## src/rtl/tsf_pkg.sv

```systemverilog
`default_nettype none
package tsf_pkg;

    localparam int SAMPLE_BITS = 12;
    localparam int MAX_SHIFT   = 4;

    localparam int SHIFT_W  = 3;
    localparam int LIMIT_W  = 12;
    localparam int CNT_W    = 5;
    localparam int GAIN_W   = 4;
    localparam int ACC_BITS = SAMPLE_BITS + MAX_SHIFT + 1;
    localparam int PROD_W   = ACC_BITS + GAIN_W;
    localparam int OUT_W    = 15;
    localparam int CFG_W    = 12;

    // quotient bits retired per divider cycle; PROD_W is a multiple of it
    localparam int DIV_STEP  = 7;
    localparam int DIV_ITERS = (PROD_W + DIV_STEP - 1) / DIV_STEP;
    localparam int ITER_W    = (DIV_ITERS > 1) ? $clog2(DIV_ITERS) : 1;
    localparam int DIV_LANES = 2;

    localparam int IN_DATA_W  = 24;
    localparam int OUT_DATA_W = 32;
    localparam int OUT_USER_W = 2;

    localparam logic [OUT_W-1:0] OUT_MAX = {OUT_W{1'b1}};

    typedef enum logic [1:0] {
        CFG_CHANGE_LIMIT     = 2'd0,
        CFG_SMOOTHING_SHIFT  = 2'd1,
        CFG_OUTPUT_THRESHOLD = 2'd2,
        CFG_FILTER_GAIN      = 2'd3
    } t_cfg_idx;

    typedef struct packed {
        logic [LIMIT_W-1:0] change_limit;
        logic [SHIFT_W-1:0] smoothing_shift;
        logic [CNT_W-1:0]   output_threshold;
        logic [GAIN_W-1:0]  filter_gain;
    } t_cfg;

    typedef struct packed {
        logic load_in;
        logic eval;
        logic div_start;
        logic load_out;
    } t_cmd;

    typedef struct packed {
        logic need_avg;
        logic div_done;
    } t_sts;

endpackage
`default_nettype wire

```

## src/rtl/tsf_div.sv

```systemverilog
`default_nettype none
module tsf_div (
    input  logic                                      i_clk,
    input  logic                                      i_rst_n,
    input  logic                                      i_start,
    input  logic [tsf_pkg::DIV_LANES-1:0][tsf_pkg::PROD_W-1:0] i_dividend,
    input  logic [tsf_pkg::CNT_W-1:0]                 i_divisor,
    output logic [tsf_pkg::DIV_LANES-1:0][tsf_pkg::PROD_W-1:0] o_quot,
    output logic                                      o_done
);
    import tsf_pkg::*;

    logic [DIV_LANES-1:0][PROD_W-1:0] r_q;
    logic [DIV_LANES-1:0][PROD_W-1:0] n_q;
    logic [DIV_LANES-1:0][CNT_W-1:0]  r_rem;
    logic [DIV_LANES-1:0][CNT_W-1:0]  n_rem;
    logic [CNT_W-1:0]                 r_div;
    logic [ITER_W-1:0]                r_iter;
    logic                             r_busy;

    // restoring division, DIV_STEP quotient bits per cycle
    for (genvar g = 0; g < DIV_LANES; g++) begin : g_lane
        always_comb begin
            logic [CNT_W:0]    rt;
            logic [CNT_W-1:0]  rm;
            logic [PROD_W-1:0] qq;
            rm = r_rem[g];
            qq = r_q[g];
            rt = '0;
            for (int k = 0; k < DIV_STEP; k++) begin
                rt = {rm, qq[PROD_W-1]};
                qq = {qq[PROD_W-2:0], 1'b0};
                if (rt >= {1'b0, r_div}) begin
                    rt    = rt - {1'b0, r_div};
                    qq[0] = 1'b1;
                end
                rm = rt[CNT_W-1:0];
            end
            n_q[g]   = qq;
            n_rem[g] = rm;
        end
    end

    assign o_done = r_busy && (r_iter == ITER_W'(DIV_ITERS - 1));
    assign o_quot = r_q;

    always_ff @(posedge i_clk) begin
        if (!i_rst_n) begin
            r_busy <= 1'b0;
            r_iter <= '0;
        end else if (i_start) begin
            r_busy <= 1'b1;
            r_iter <= '0;
        end else if (r_busy) begin
            r_iter <= r_iter + ITER_W'(1);
            if (o_done) begin
                r_busy <= 1'b0;
            end
        end
    end

    always_ff @(posedge i_clk) begin
        if (i_start) begin
            r_q   <= i_dividend;
            r_rem <= '0;
            r_div <= i_divisor;
        end else if (r_busy) begin
            r_q   <= n_q;
            r_rem <= n_rem;
        end
    end

endmodule
`default_nettype wire

```

## src/rtl/tsf_datapath.sv

```systemverilog
`default_nettype none
module tsf_datapath (
    input  logic                          i_clk,
    input  logic                          i_rst_n,
    input  tsf_pkg::t_cfg                 i_cfg,
    input  tsf_pkg::t_cmd                 i_cmd,
    output tsf_pkg::t_sts                 o_sts,
    input  logic [tsf_pkg::SAMPLE_BITS-1:0] i_sample_x,
    input  logic [tsf_pkg::SAMPLE_BITS-1:0] i_sample_y,
    input  logic                          i_pen_down,
    output logic                          o_keep,
    output logic [tsf_pkg::OUT_W-1:0]     o_out_x,
    output logic [tsf_pkg::OUT_W-1:0]     o_out_y,
    output logic                          o_pen_state
);
    import tsf_pkg::*;

    logic [SAMPLE_BITS-1:0] r_in_x, r_in_y;
    logic                   r_in_pen;

    logic                   r_pen_was_down;
    logic                   r_have_ref;
    logic [SAMPLE_BITS-1:0] r_ref_x, r_ref_y;
    logic                   r_skip;
    logic [ACC_BITS-1:0]    r_acc_x, r_acc_y;
    logic [CNT_W-1:0]       r_cnt;
    logic [OUT_W-1:0]       r_held_x, r_held_y;

    logic                   r_res_keep;
    logic                   r_res_held;
    logic                   r_res_pen;
    logic                   r_avg;

    logic                   r_out_keep, r_out_pen;
    logic [OUT_W-1:0]       r_out_x, r_out_y;

    logic                   rise, fall, jump, take;
    logic [SAMPLE_BITS-1:0] dx, dy;
    logic [SHIFT_W-1:0]     shift_eff;
    logic [CNT_W-1:0]       depth, cnt_l, new_cnt;
    logic                   leak;
    logic [ACC_BITS-1:0]    acc_lx, acc_ly, new_acc_x, new_acc_y;

    logic [DIV_LANES-1:0][PROD_W-1:0] prod;
    logic [DIV_LANES-1:0][PROD_W-1:0] quot;
    logic [OUT_W-1:0]       avg_x, avg_y, sel_x, sel_y;
    logic                   div_done;

    assign rise = r_in_pen && !r_pen_was_down;
    assign fall = !r_in_pen && r_pen_was_down;

    assign dx = (r_in_x > r_ref_x) ? r_in_x - r_ref_x : r_ref_x - r_in_x;
    assign dy = (r_in_y > r_ref_y) ? r_in_y - r_ref_y : r_ref_y - r_in_y;
    assign jump = r_have_ref && ((dx > i_cfg.change_limit) || (dy > i_cfg.change_limit));
    assign take = !rise && !fall && !r_skip && !jump;

    assign shift_eff = (i_cfg.smoothing_shift > SHIFT_W'(MAX_SHIFT)) ?
                       SHIFT_W'(MAX_SHIFT) : i_cfg.smoothing_shift;
    assign depth     = CNT_W'(1) << shift_eff;
    assign leak      = r_cnt >= depth;
    assign acc_lx    = leak ? r_acc_x - (r_acc_x >> shift_eff) : r_acc_x;
    assign acc_ly    = leak ? r_acc_y - (r_acc_y >> shift_eff) : r_acc_y;
    assign cnt_l     = leak ? depth - CNT_W'(1) : r_cnt;
    assign new_acc_x = acc_lx + ACC_BITS'(r_in_x);
    assign new_acc_y = acc_ly + ACC_BITS'(r_in_y);
    assign new_cnt   = cnt_l + CNT_W'(1);

    assign o_sts.need_avg = take && (new_cnt > i_cfg.output_threshold);
    assign o_sts.div_done = div_done;

    assign prod[0] = PROD_W'(r_acc_x) * PROD_W'(i_cfg.filter_gain);
    assign prod[1] = PROD_W'(r_acc_y) * PROD_W'(i_cfg.filter_gain);

    tsf_div u_div (
        .i_clk      (i_clk),
        .i_rst_n    (i_rst_n),
        .i_start    (i_cmd.div_start),
        .i_dividend (prod),
        .i_divisor  (r_cnt),
        .o_quot     (quot),
        .o_done     (div_done)
    );

    assign avg_x = (|quot[0][PROD_W-1:OUT_W]) ? OUT_MAX : quot[0][OUT_W-1:0];
    assign avg_y = (|quot[1][PROD_W-1:OUT_W]) ? OUT_MAX : quot[1][OUT_W-1:0];

    always_comb begin
        priority if (r_avg) begin
            sel_x = avg_x;
            sel_y = avg_y;
        end else if (r_res_held) begin
            sel_x = r_held_x;
            sel_y = r_held_y;
        end else begin
            sel_x = '0;
            sel_y = '0;
        end
    end

    always_ff @(posedge i_clk) begin
        if (i_cmd.load_in) begin
            r_in_x   <= i_sample_x;
            r_in_y   <= i_sample_y;
            r_in_pen <= i_pen_down;
        end
        if (i_cmd.eval) begin
            r_res_pen <= r_in_pen;
        end
        if (i_cmd.load_out) begin
            r_out_keep <= r_res_keep;
            r_out_pen  <= r_res_pen;
            r_out_x    <= sel_x;
            r_out_y    <= sel_y;
        end
    end

    always_ff @(posedge i_clk) begin
        if (!i_rst_n) begin
            r_pen_was_down <= 1'b0;
            r_have_ref     <= 1'b0;
            r_ref_x        <= '0;
            r_ref_y        <= '0;
            r_skip         <= 1'b0;
            r_acc_x        <= '0;
            r_acc_y        <= '0;
            r_cnt          <= '0;
            r_held_x       <= '0;
            r_held_y       <= '0;
            r_res_keep     <= 1'b0;
            r_res_held     <= 1'b0;
            r_avg          <= 1'b0;
        end else begin
            if (i_cmd.eval) begin
                r_res_keep <= fall || o_sts.need_avg;
                r_res_held <= fall;
                r_avg      <= o_sts.need_avg;
                priority if (rise) begin
                    r_have_ref     <= 1'b0;
                    r_cnt          <= '0;
                    r_acc_x        <= '0;
                    r_acc_y        <= '0;
                    r_skip         <= 1'b1;
                    r_pen_was_down <= 1'b1;
                end else if (fall) begin
                    r_pen_was_down <= 1'b0;
                end else if (r_skip) begin
                    r_skip <= 1'b0;
                end else if (take) begin
                    r_ref_x    <= r_in_x;
                    r_ref_y    <= r_in_y;
                    r_have_ref <= 1'b1;
                    r_acc_x    <= new_acc_x;
                    r_acc_y    <= new_acc_y;
                    r_cnt      <= new_cnt;
                end else begin
                    r_have_ref <= r_have_ref;
                end
            end
            if (i_cmd.load_out && r_avg) begin
                r_held_x <= avg_x;
                r_held_y <= avg_y;
            end
        end
    end

    assign o_keep      = r_out_keep;
    assign o_pen_state = r_out_pen;
    assign o_out_x     = r_out_x;
    assign o_out_y     = r_out_y;

endmodule
`default_nettype wire

```

## src/rtl/tsf_ctrl.sv

```systemverilog
`default_nettype none
module tsf_ctrl (
    input  logic          i_clk,
    input  logic          i_rst_n,
    input  logic          i_in_valid,
    output logic          o_in_ready,
    output logic          o_out_valid,
    input  logic          i_out_ready,
    output tsf_pkg::t_cmd o_cmd,
    input  tsf_pkg::t_sts i_sts
);
    import tsf_pkg::*;

    typedef enum logic [4:0] {
        S_IDLE  = 5'b00001,
        S_EVAL  = 5'b00010,
        S_START = 5'b00100,
        S_DIV   = 5'b01000,
        S_DONE  = 5'b10000
    } t_state;

    t_state r_state, n_state;
    logic   r_out_valid, n_out_valid;
    logic   out_free;

    assign out_free   = !r_out_valid || i_out_ready;
    assign o_in_ready = (r_state == S_IDLE);

    always_comb begin
        n_state = r_state;
        o_cmd   = '0;
        unique case (r_state)
            S_IDLE: begin
                if (i_in_valid) begin
                    o_cmd.load_in = 1'b1;
                    n_state       = S_EVAL;
                end
            end
            S_EVAL: begin
                o_cmd.eval = 1'b1;
                n_state    = i_sts.need_avg ? S_START : S_DONE;
            end
            S_START: begin
                o_cmd.div_start = 1'b1;
                n_state         = S_DIV;
            end
            S_DIV: begin
                if (i_sts.div_done) begin
                    n_state = S_DONE;
                end
            end
            S_DONE: begin
                if (out_free) begin
                    o_cmd.load_out = 1'b1;
                    n_state        = S_IDLE;
                end
            end
            default: n_state = S_IDLE;
        endcase
    end

    always_comb begin
        priority if (o_cmd.load_out) begin
            n_out_valid = 1'b1;
        end else if (i_out_ready) begin
            n_out_valid = 1'b0;
        end else begin
            n_out_valid = r_out_valid;
        end
    end

    always_ff @(posedge i_clk) begin
        if (!i_rst_n) begin
            r_state     <= S_IDLE;
            r_out_valid <= 1'b0;
        end else begin
            r_state     <= n_state;
            r_out_valid <= n_out_valid;
        end
    end

    assign o_out_valid = r_out_valid;

endmodule
`default_nettype wire

```

## src/rtl/touch_sample_filter.sv

```systemverilog
`default_nettype none
// Channel   Dir  Handshake                     Content
// s_axis    in   s_axis_tvalid/s_axis_tready   tdata: sample_x, sample_y; tuser: pen_down
// m_axis    out  m_axis_tvalid/m_axis_tready   tdata: out_x, out_y; tuser: keep, pen_state
// cfg       in   i_cfg_we (no wait)            i_cfg_idx, i_cfg_data
//
// One beat at a time: edge, skipped, dropped or below-threshold samples go from
// accept through eval to the output load; when an average is formed, a start
// state and the divider, retiring 7 quotient bits per cycle, come in between.
// A new beat is taken only after the previous one is loaded for output.
// The next beat is taken while the previous result waits on m_axis.
// Synchronous active-low reset restores the register defaults and clears
// the limiter and filter state. m_axis stalls hold the block in its final
// state until the output register frees up.
module touch_sample_filter (
    input  logic                               i_clk,
    input  logic                               i_rst_n,
    input  logic                               s_axis_tvalid,
    output logic                               s_axis_tready,
    // [11:0] sample_x, [23:12] sample_y
    input  logic [tsf_pkg::IN_DATA_W-1:0]      s_axis_tdata,
    // [0] pen_down
    input  logic                               s_axis_tuser,
    output logic                               m_axis_tvalid,
    input  logic                               m_axis_tready,
    // [14:0] out_x, [29:15] out_y, [31:30] zero
    output logic [tsf_pkg::OUT_DATA_W-1:0]     m_axis_tdata,
    // [0] keep, [1] pen_state
    output logic [tsf_pkg::OUT_USER_W-1:0]     m_axis_tuser,
    input  logic                               i_cfg_we,
    input  logic [1:0]                         i_cfg_idx,
    input  logic [tsf_pkg::CFG_W-1:0]          i_cfg_data
);
    import tsf_pkg::*;

    t_cfg             r_cfg;
    t_cmd             cmd;
    t_sts             sts;
    logic             keep, pen_state;
    logic [OUT_W-1:0] out_x, out_y;

    always_ff @(posedge i_clk) begin
        if (!i_rst_n) begin
            r_cfg.change_limit     <= LIMIT_W'(360);
            r_cfg.smoothing_shift  <= SHIFT_W'(2);
            r_cfg.output_threshold <= CNT_W'(1);
            r_cfg.filter_gain      <= GAIN_W'(1);
        end else if (i_cfg_we) begin
            unique case (i_cfg_idx)
                CFG_CHANGE_LIMIT:     r_cfg.change_limit     <= i_cfg_data[LIMIT_W-1:0];
                CFG_SMOOTHING_SHIFT:  r_cfg.smoothing_shift  <= i_cfg_data[SHIFT_W-1:0];
                CFG_OUTPUT_THRESHOLD: r_cfg.output_threshold <= i_cfg_data[CNT_W-1:0];
                CFG_FILTER_GAIN:      r_cfg.filter_gain      <= i_cfg_data[GAIN_W-1:0];
                default:              r_cfg <= r_cfg;
            endcase
        end
    end

    tsf_ctrl u_ctrl (
        .i_clk       (i_clk),
        .i_rst_n     (i_rst_n),
        .i_in_valid  (s_axis_tvalid),
        .o_in_ready  (s_axis_tready),
        .o_out_valid (m_axis_tvalid),
        .i_out_ready (m_axis_tready),
        .o_cmd       (cmd),
        .i_sts       (sts)
    );

    tsf_datapath u_dp (
        .i_clk       (i_clk),
        .i_rst_n     (i_rst_n),
        .i_cfg       (r_cfg),
        .i_cmd       (cmd),
        .o_sts       (sts),
        .i_sample_x  (s_axis_tdata[SAMPLE_BITS-1:0]),
        .i_sample_y  (s_axis_tdata[2*SAMPLE_BITS-1:SAMPLE_BITS]),
        .i_pen_down  (s_axis_tuser),
        .o_keep      (keep),
        .o_out_x     (out_x),
        .o_out_y     (out_y),
        .o_pen_state (pen_state)
    );

    assign m_axis_tdata = {(OUT_DATA_W - 2*OUT_W)'(0), out_y, out_x};
    assign m_axis_tuser = {pen_state, keep};

endmodule
`default_nettype wire

```

## config.mk

```make
export PLATFORM = sky130hd
export DESIGN_NAME = touch_sample_filter
export DESIGN_NICKNAME = d
export VERILOG_FILES = /design/src/rtl/tsf_pkg.sv /design/src/rtl/tsf_div.sv /design/src/rtl/tsf_datapath.sv /design/src/rtl/tsf_ctrl.sv /design/src/rtl/touch_sample_filter.sv
export SDC_FILE = /design/constraint.sdc
export NUM_CORES = 1
export LEC_CHECK = 0
export ABC_AREA = 1
export BUFFER_PORTS_ARGS = -buffer_cell sky130_fd_sc_hd__buf_2
export CORE_UTILIZATION = 30
export DETAILED_ROUTE_END_ITERATION = 8
export PLACE_DENSITY = 0.48
export SETUP_SLACK_MARGIN = 0.05
export SYNTH_ARGS = -nofsm -noshare
export SYNTH_HDL_FRONTEND = slang
export SYNTH_SLANG_ARGS = --single-unit
```

## constraint.sdc

```tcl
create_clock -name i_clk -period 14.2 [get_ports i_clk]
set_input_delay 0 -clock i_clk [delete_from_list [all_inputs] [get_ports i_clk]]
set_output_delay 0 -clock i_clk [all_outputs]
set_load 0.01 [all_outputs]
```

==> results.cfg <==
[route]
drt_wl_total_mm = 70.4
routed-via-count = 21600
routed_len_inst_um = 15.7
routed_via_density = 4.81
drc = 0
drt.antenna.violating_nets = 0
detailedRoute.firstPassIterationCount = 5
detail_route.iter0.violations = 1345

[worst_setup_path]
critical-path-max-stage-delay_ns = 0.47
worst_setup_path_start_kind = flop
r2r_slack_ns = 3.60
crit-reg2reg-launch = u_dp.u_div.r_div[1]$_DFFE_PN_
critPathKind = flop to flop
critPathRequiredTime_ns = 14.70
worst_path_most_repeated_cell = nand2_1
cp.arrival_ns = 11.09
cp_max_fo = 11
critical_path.reg2reg.endpoint = u_dp.u_div.r_rem[9]$_SDFFE_PN0P_
crit_slowest_cell = fa_1
r2r_cells = 64
worstSetupEndpointType = flop

[clock_network]
clkTransAtPathRegs_ns = 0.07
numCtsBuffers = 31
cts_tree = yes
cts_buffer_depth = 3
insertion_delay_ns = 0.62
cts-resized-gates = 0
cts.root.buffer_cell = clkbuf_16
ctsHoldBuffers = 57
clkSinkCount = 247
cts.htree.levels = 1
cts_setup_buffers = 0

[timing]
finalHoldViolations = 0
finalSetupTns_ns = 0
min_period_over_period = 0.746
clock.fmax_mhz = 94.4
maxSlewViolCount = 0
unrepaired_setup_endpoints_after_global_routing = no
timing_worst_slew_pin_value_ns = 1.03
timing.final.crit_period_ns = 10.60
slew_headroom = 0.309
skew_ns = 0.0268
report.final.setup_viol = 0

[synthesis]
post_synth_fa_ha_maj_area_fraction = 0.204
synth_largest_area_cell = ha_1
yosys.area_share.simple = 0.237
main_combinational_cell_family_by_area_after_synthesis = simple AND/OR/NAND/NOR gates
yosys_most_used_dff = dfxtp_1
netlist_instances = 3339
ys_warn_count = 0
synthMuxAreaShare = 0.00167
synth_xor_xnor_area_share = 0.0381
postSynthAreaPerCell_um2 = 7.17
synthDominantCellAreaShare = 0.136
synth.top_cells.by_area = ha_1, edfxtp_1, nand2_1, dfxtp_1, inv_1
syn-cell-area_um2 = 23900
number_of_synthesized_register_bits = 247
compound_cell_area_share_of_the_yosys_netlist = 0.173
number_of_distinct_standard_cells_referenced_by_the_synthesized_netlist = 61
number_of_flops_mapped_to_enable_cells_by_yosys = 105
sequential_to_total_area_share_from_yosys_stat = 0.250
async_flop_share = 0

[placed_design]
place_congestion = 0.891
hpwlAfterDp_mm = 53.5
port_buffers = 77

[global_route]
number_of_global_route_vias_before_repair = 21500
global_route.usage.total = 0.173
first_pass_grt_wire_length_mm = 114
global_route.overflow_total = 0
grt_antenna_before_repair = 0
grt_max_degree = 66

[worst_hold_path]
min-delay-path-class = primary input to flop
startpoint_of_the_tightest_hold_check_path = s_axis_tdata[17]
hold_depth = 2
hold_end = u_dp.r_in_y[5]$_DFFE_PP_

[layout]
layout.nets = 3805
synth_to_layout_area_growth_pct = 12.9
post_route_cells_drive_above_1_share = 0.0793
antenna_cells = 0

[floorplan]
die-height_um = 284
die_w_um = 284
die_area_um2 = 80900
effective_utilization_at_floorplan = 0.303
boundaryPins = 80
rows = 103
core_area_um2 = 79000

[run]
drv_cap = 0

[outcome]
run_status = finished, final reports clean
==> cell type report <==
cell class | count | area, µm²
clock buffer | 36 | 805
clock inverter | 22 | 231
fill | 8524 | 52000
inverter | 479 | 1800
multi-input combinational | 2493 | 15700
sequential | 247 | 6000
tap | 1050 | 1310
timing repair buffer | 167 | 1200
==> layer usage <==
metal	vias up	track usage	wire length, µm
met3	79	0.0187	2280
li1	11200	-	-
met2	321	0.296	32700
met5	-	0	0
met4	0	0.0440	1740
met1	9981	0.230	33700
==> stage by stage <==
| step | std cells | util | setup WS (ns) | hold WS, ns | cell area (µm²) |
|---|---|---|---|---|---|
| floorplan | 3340 | - | 4.21 | 0.0989 | 23900 |
| global placement | 4379 | 0.322 | 3.93 | 0.177 | 25400 |
| detailed placement | 4379 | 0.322 | 3.68 | 0.178 | 25400 |
| CTS | 4494 | 0.342 | 3.66 | 0.0700 | 27000 |
| global route | 4494 | 0.342 | 2.59 | 0.0826 | 27000 |
| finish | 4494 | 0.342 | 3.60 | 0.0914 | 27000 |
==> registers in the layout, summed over array words and instances (netlist names), 15 cells and up <==
signal and cells:
u_dp.o_out_x 15, u_dp.r_held_y 15, r_cfg 24, u_dp.r_acc_x 17, u_dp.r_held_x 15, u_dp.u_div.o_quot 42
u_dp.r_acc_y 17, u_dp.o_out_y 15
==> critical path: cells and delay by family (launching register included) <==
kind	cells	cell delay (ns)
AO/OA/AOI/OAI	19	3.60
AND/OR/NAND/NOR	28	3.10
buffers and inverters	10	1.04
adder cells (fa/ha/maj)	7	2.39
flip-flops	1	0.32
==> worst max-delay path by stage <==
stage	slack, ns	to	cells after the start	startpoint
after floorplan	4.21	u_dp.u_div.r_rem[6]$_SDFFE_PN0P_	61	u_dp.u_div.r_div[1]$_DFFE_PN_
after global placement	3.93	u_dp.u_div.r_rem[8]$_SDFFE_PN0P_	64	u_dp.u_div.r_div[1]$_DFFE_PN_
after detailed placement	3.68	u_dp.u_div.r_rem[9]$_SDFFE_PN0P_	64	u_dp.u_div.r_div[1]$_DFFE_PN_
after CTS	3.66	u_dp.u_div.r_rem[9]$_SDFFE_PN0P_	64	u_dp.u_div.r_div[1]$_DFFE_PN_
after global routing	2.59	u_dp.u_div.r_rem[8]$_SDFFE_PN0P_	65	u_dp.u_div.r_div[1]$_DFFE_PN_
final	3.60	u_dp.u_div.r_rem[9]$_SDFFE_PN0P_	64	u_dp.u_div.r_div[1]$_DFFE_PN_
==> cells in the final DEF (no fill, tap or decap), types with 17 or more instances in the layout <==
cell           count
edfxtp_1         105
nand4_1           25
o221ai_1          22
fa_1              82
a21oi_1          314
nand3_1          174
o21ai_0          299
xor2_1            56
dlygate4sd3_1     57
nand2_1          799
inv_1            468
buf_4             33
nand2_2           19
nor3_1            25
or2_2             29
clkbuf_16         31
nor2_2            17
nor2_1           148
ha_1             260
buf_2             77
dfxtp_1          142
xnor2_1           48
==> cell usage after synthesis, types with 9 or more instances <==
cell type and instances:
nand2_1 800, inv_1 469, a21oi_1 314, o21ai_0 299, ha_1 260, nand3_1 174, nor2_1 151, dfxtp_1 142
clkbuf_1 109, edfxtp_1 105, fa_1 82, xor2_1 56, xnor2_1 48, or2_2 29, nor3_1 26, nand4_1 25
o221ai_1 22, nand2_2 18, a31oi_1 15, nor2_2 15, nand3_4 13, o211ai_1 13, a211oi_1 11, o21a_1 11
o21bai_1 11, inv_2 10, o21ai_1 10, o31ai_1 9
==> kinds of logic after synthesis <==
family,Yosys count
compound gates,753
xor+xnor,104
fa+ha+maj,342
buf+inv,600
flops,247
mux,4
other cells,1
simple gates,1288
Power is left out: the tool's default activity adds up to more than one toggle a clock period on the data nets, which glitch-free logic cannot reach.
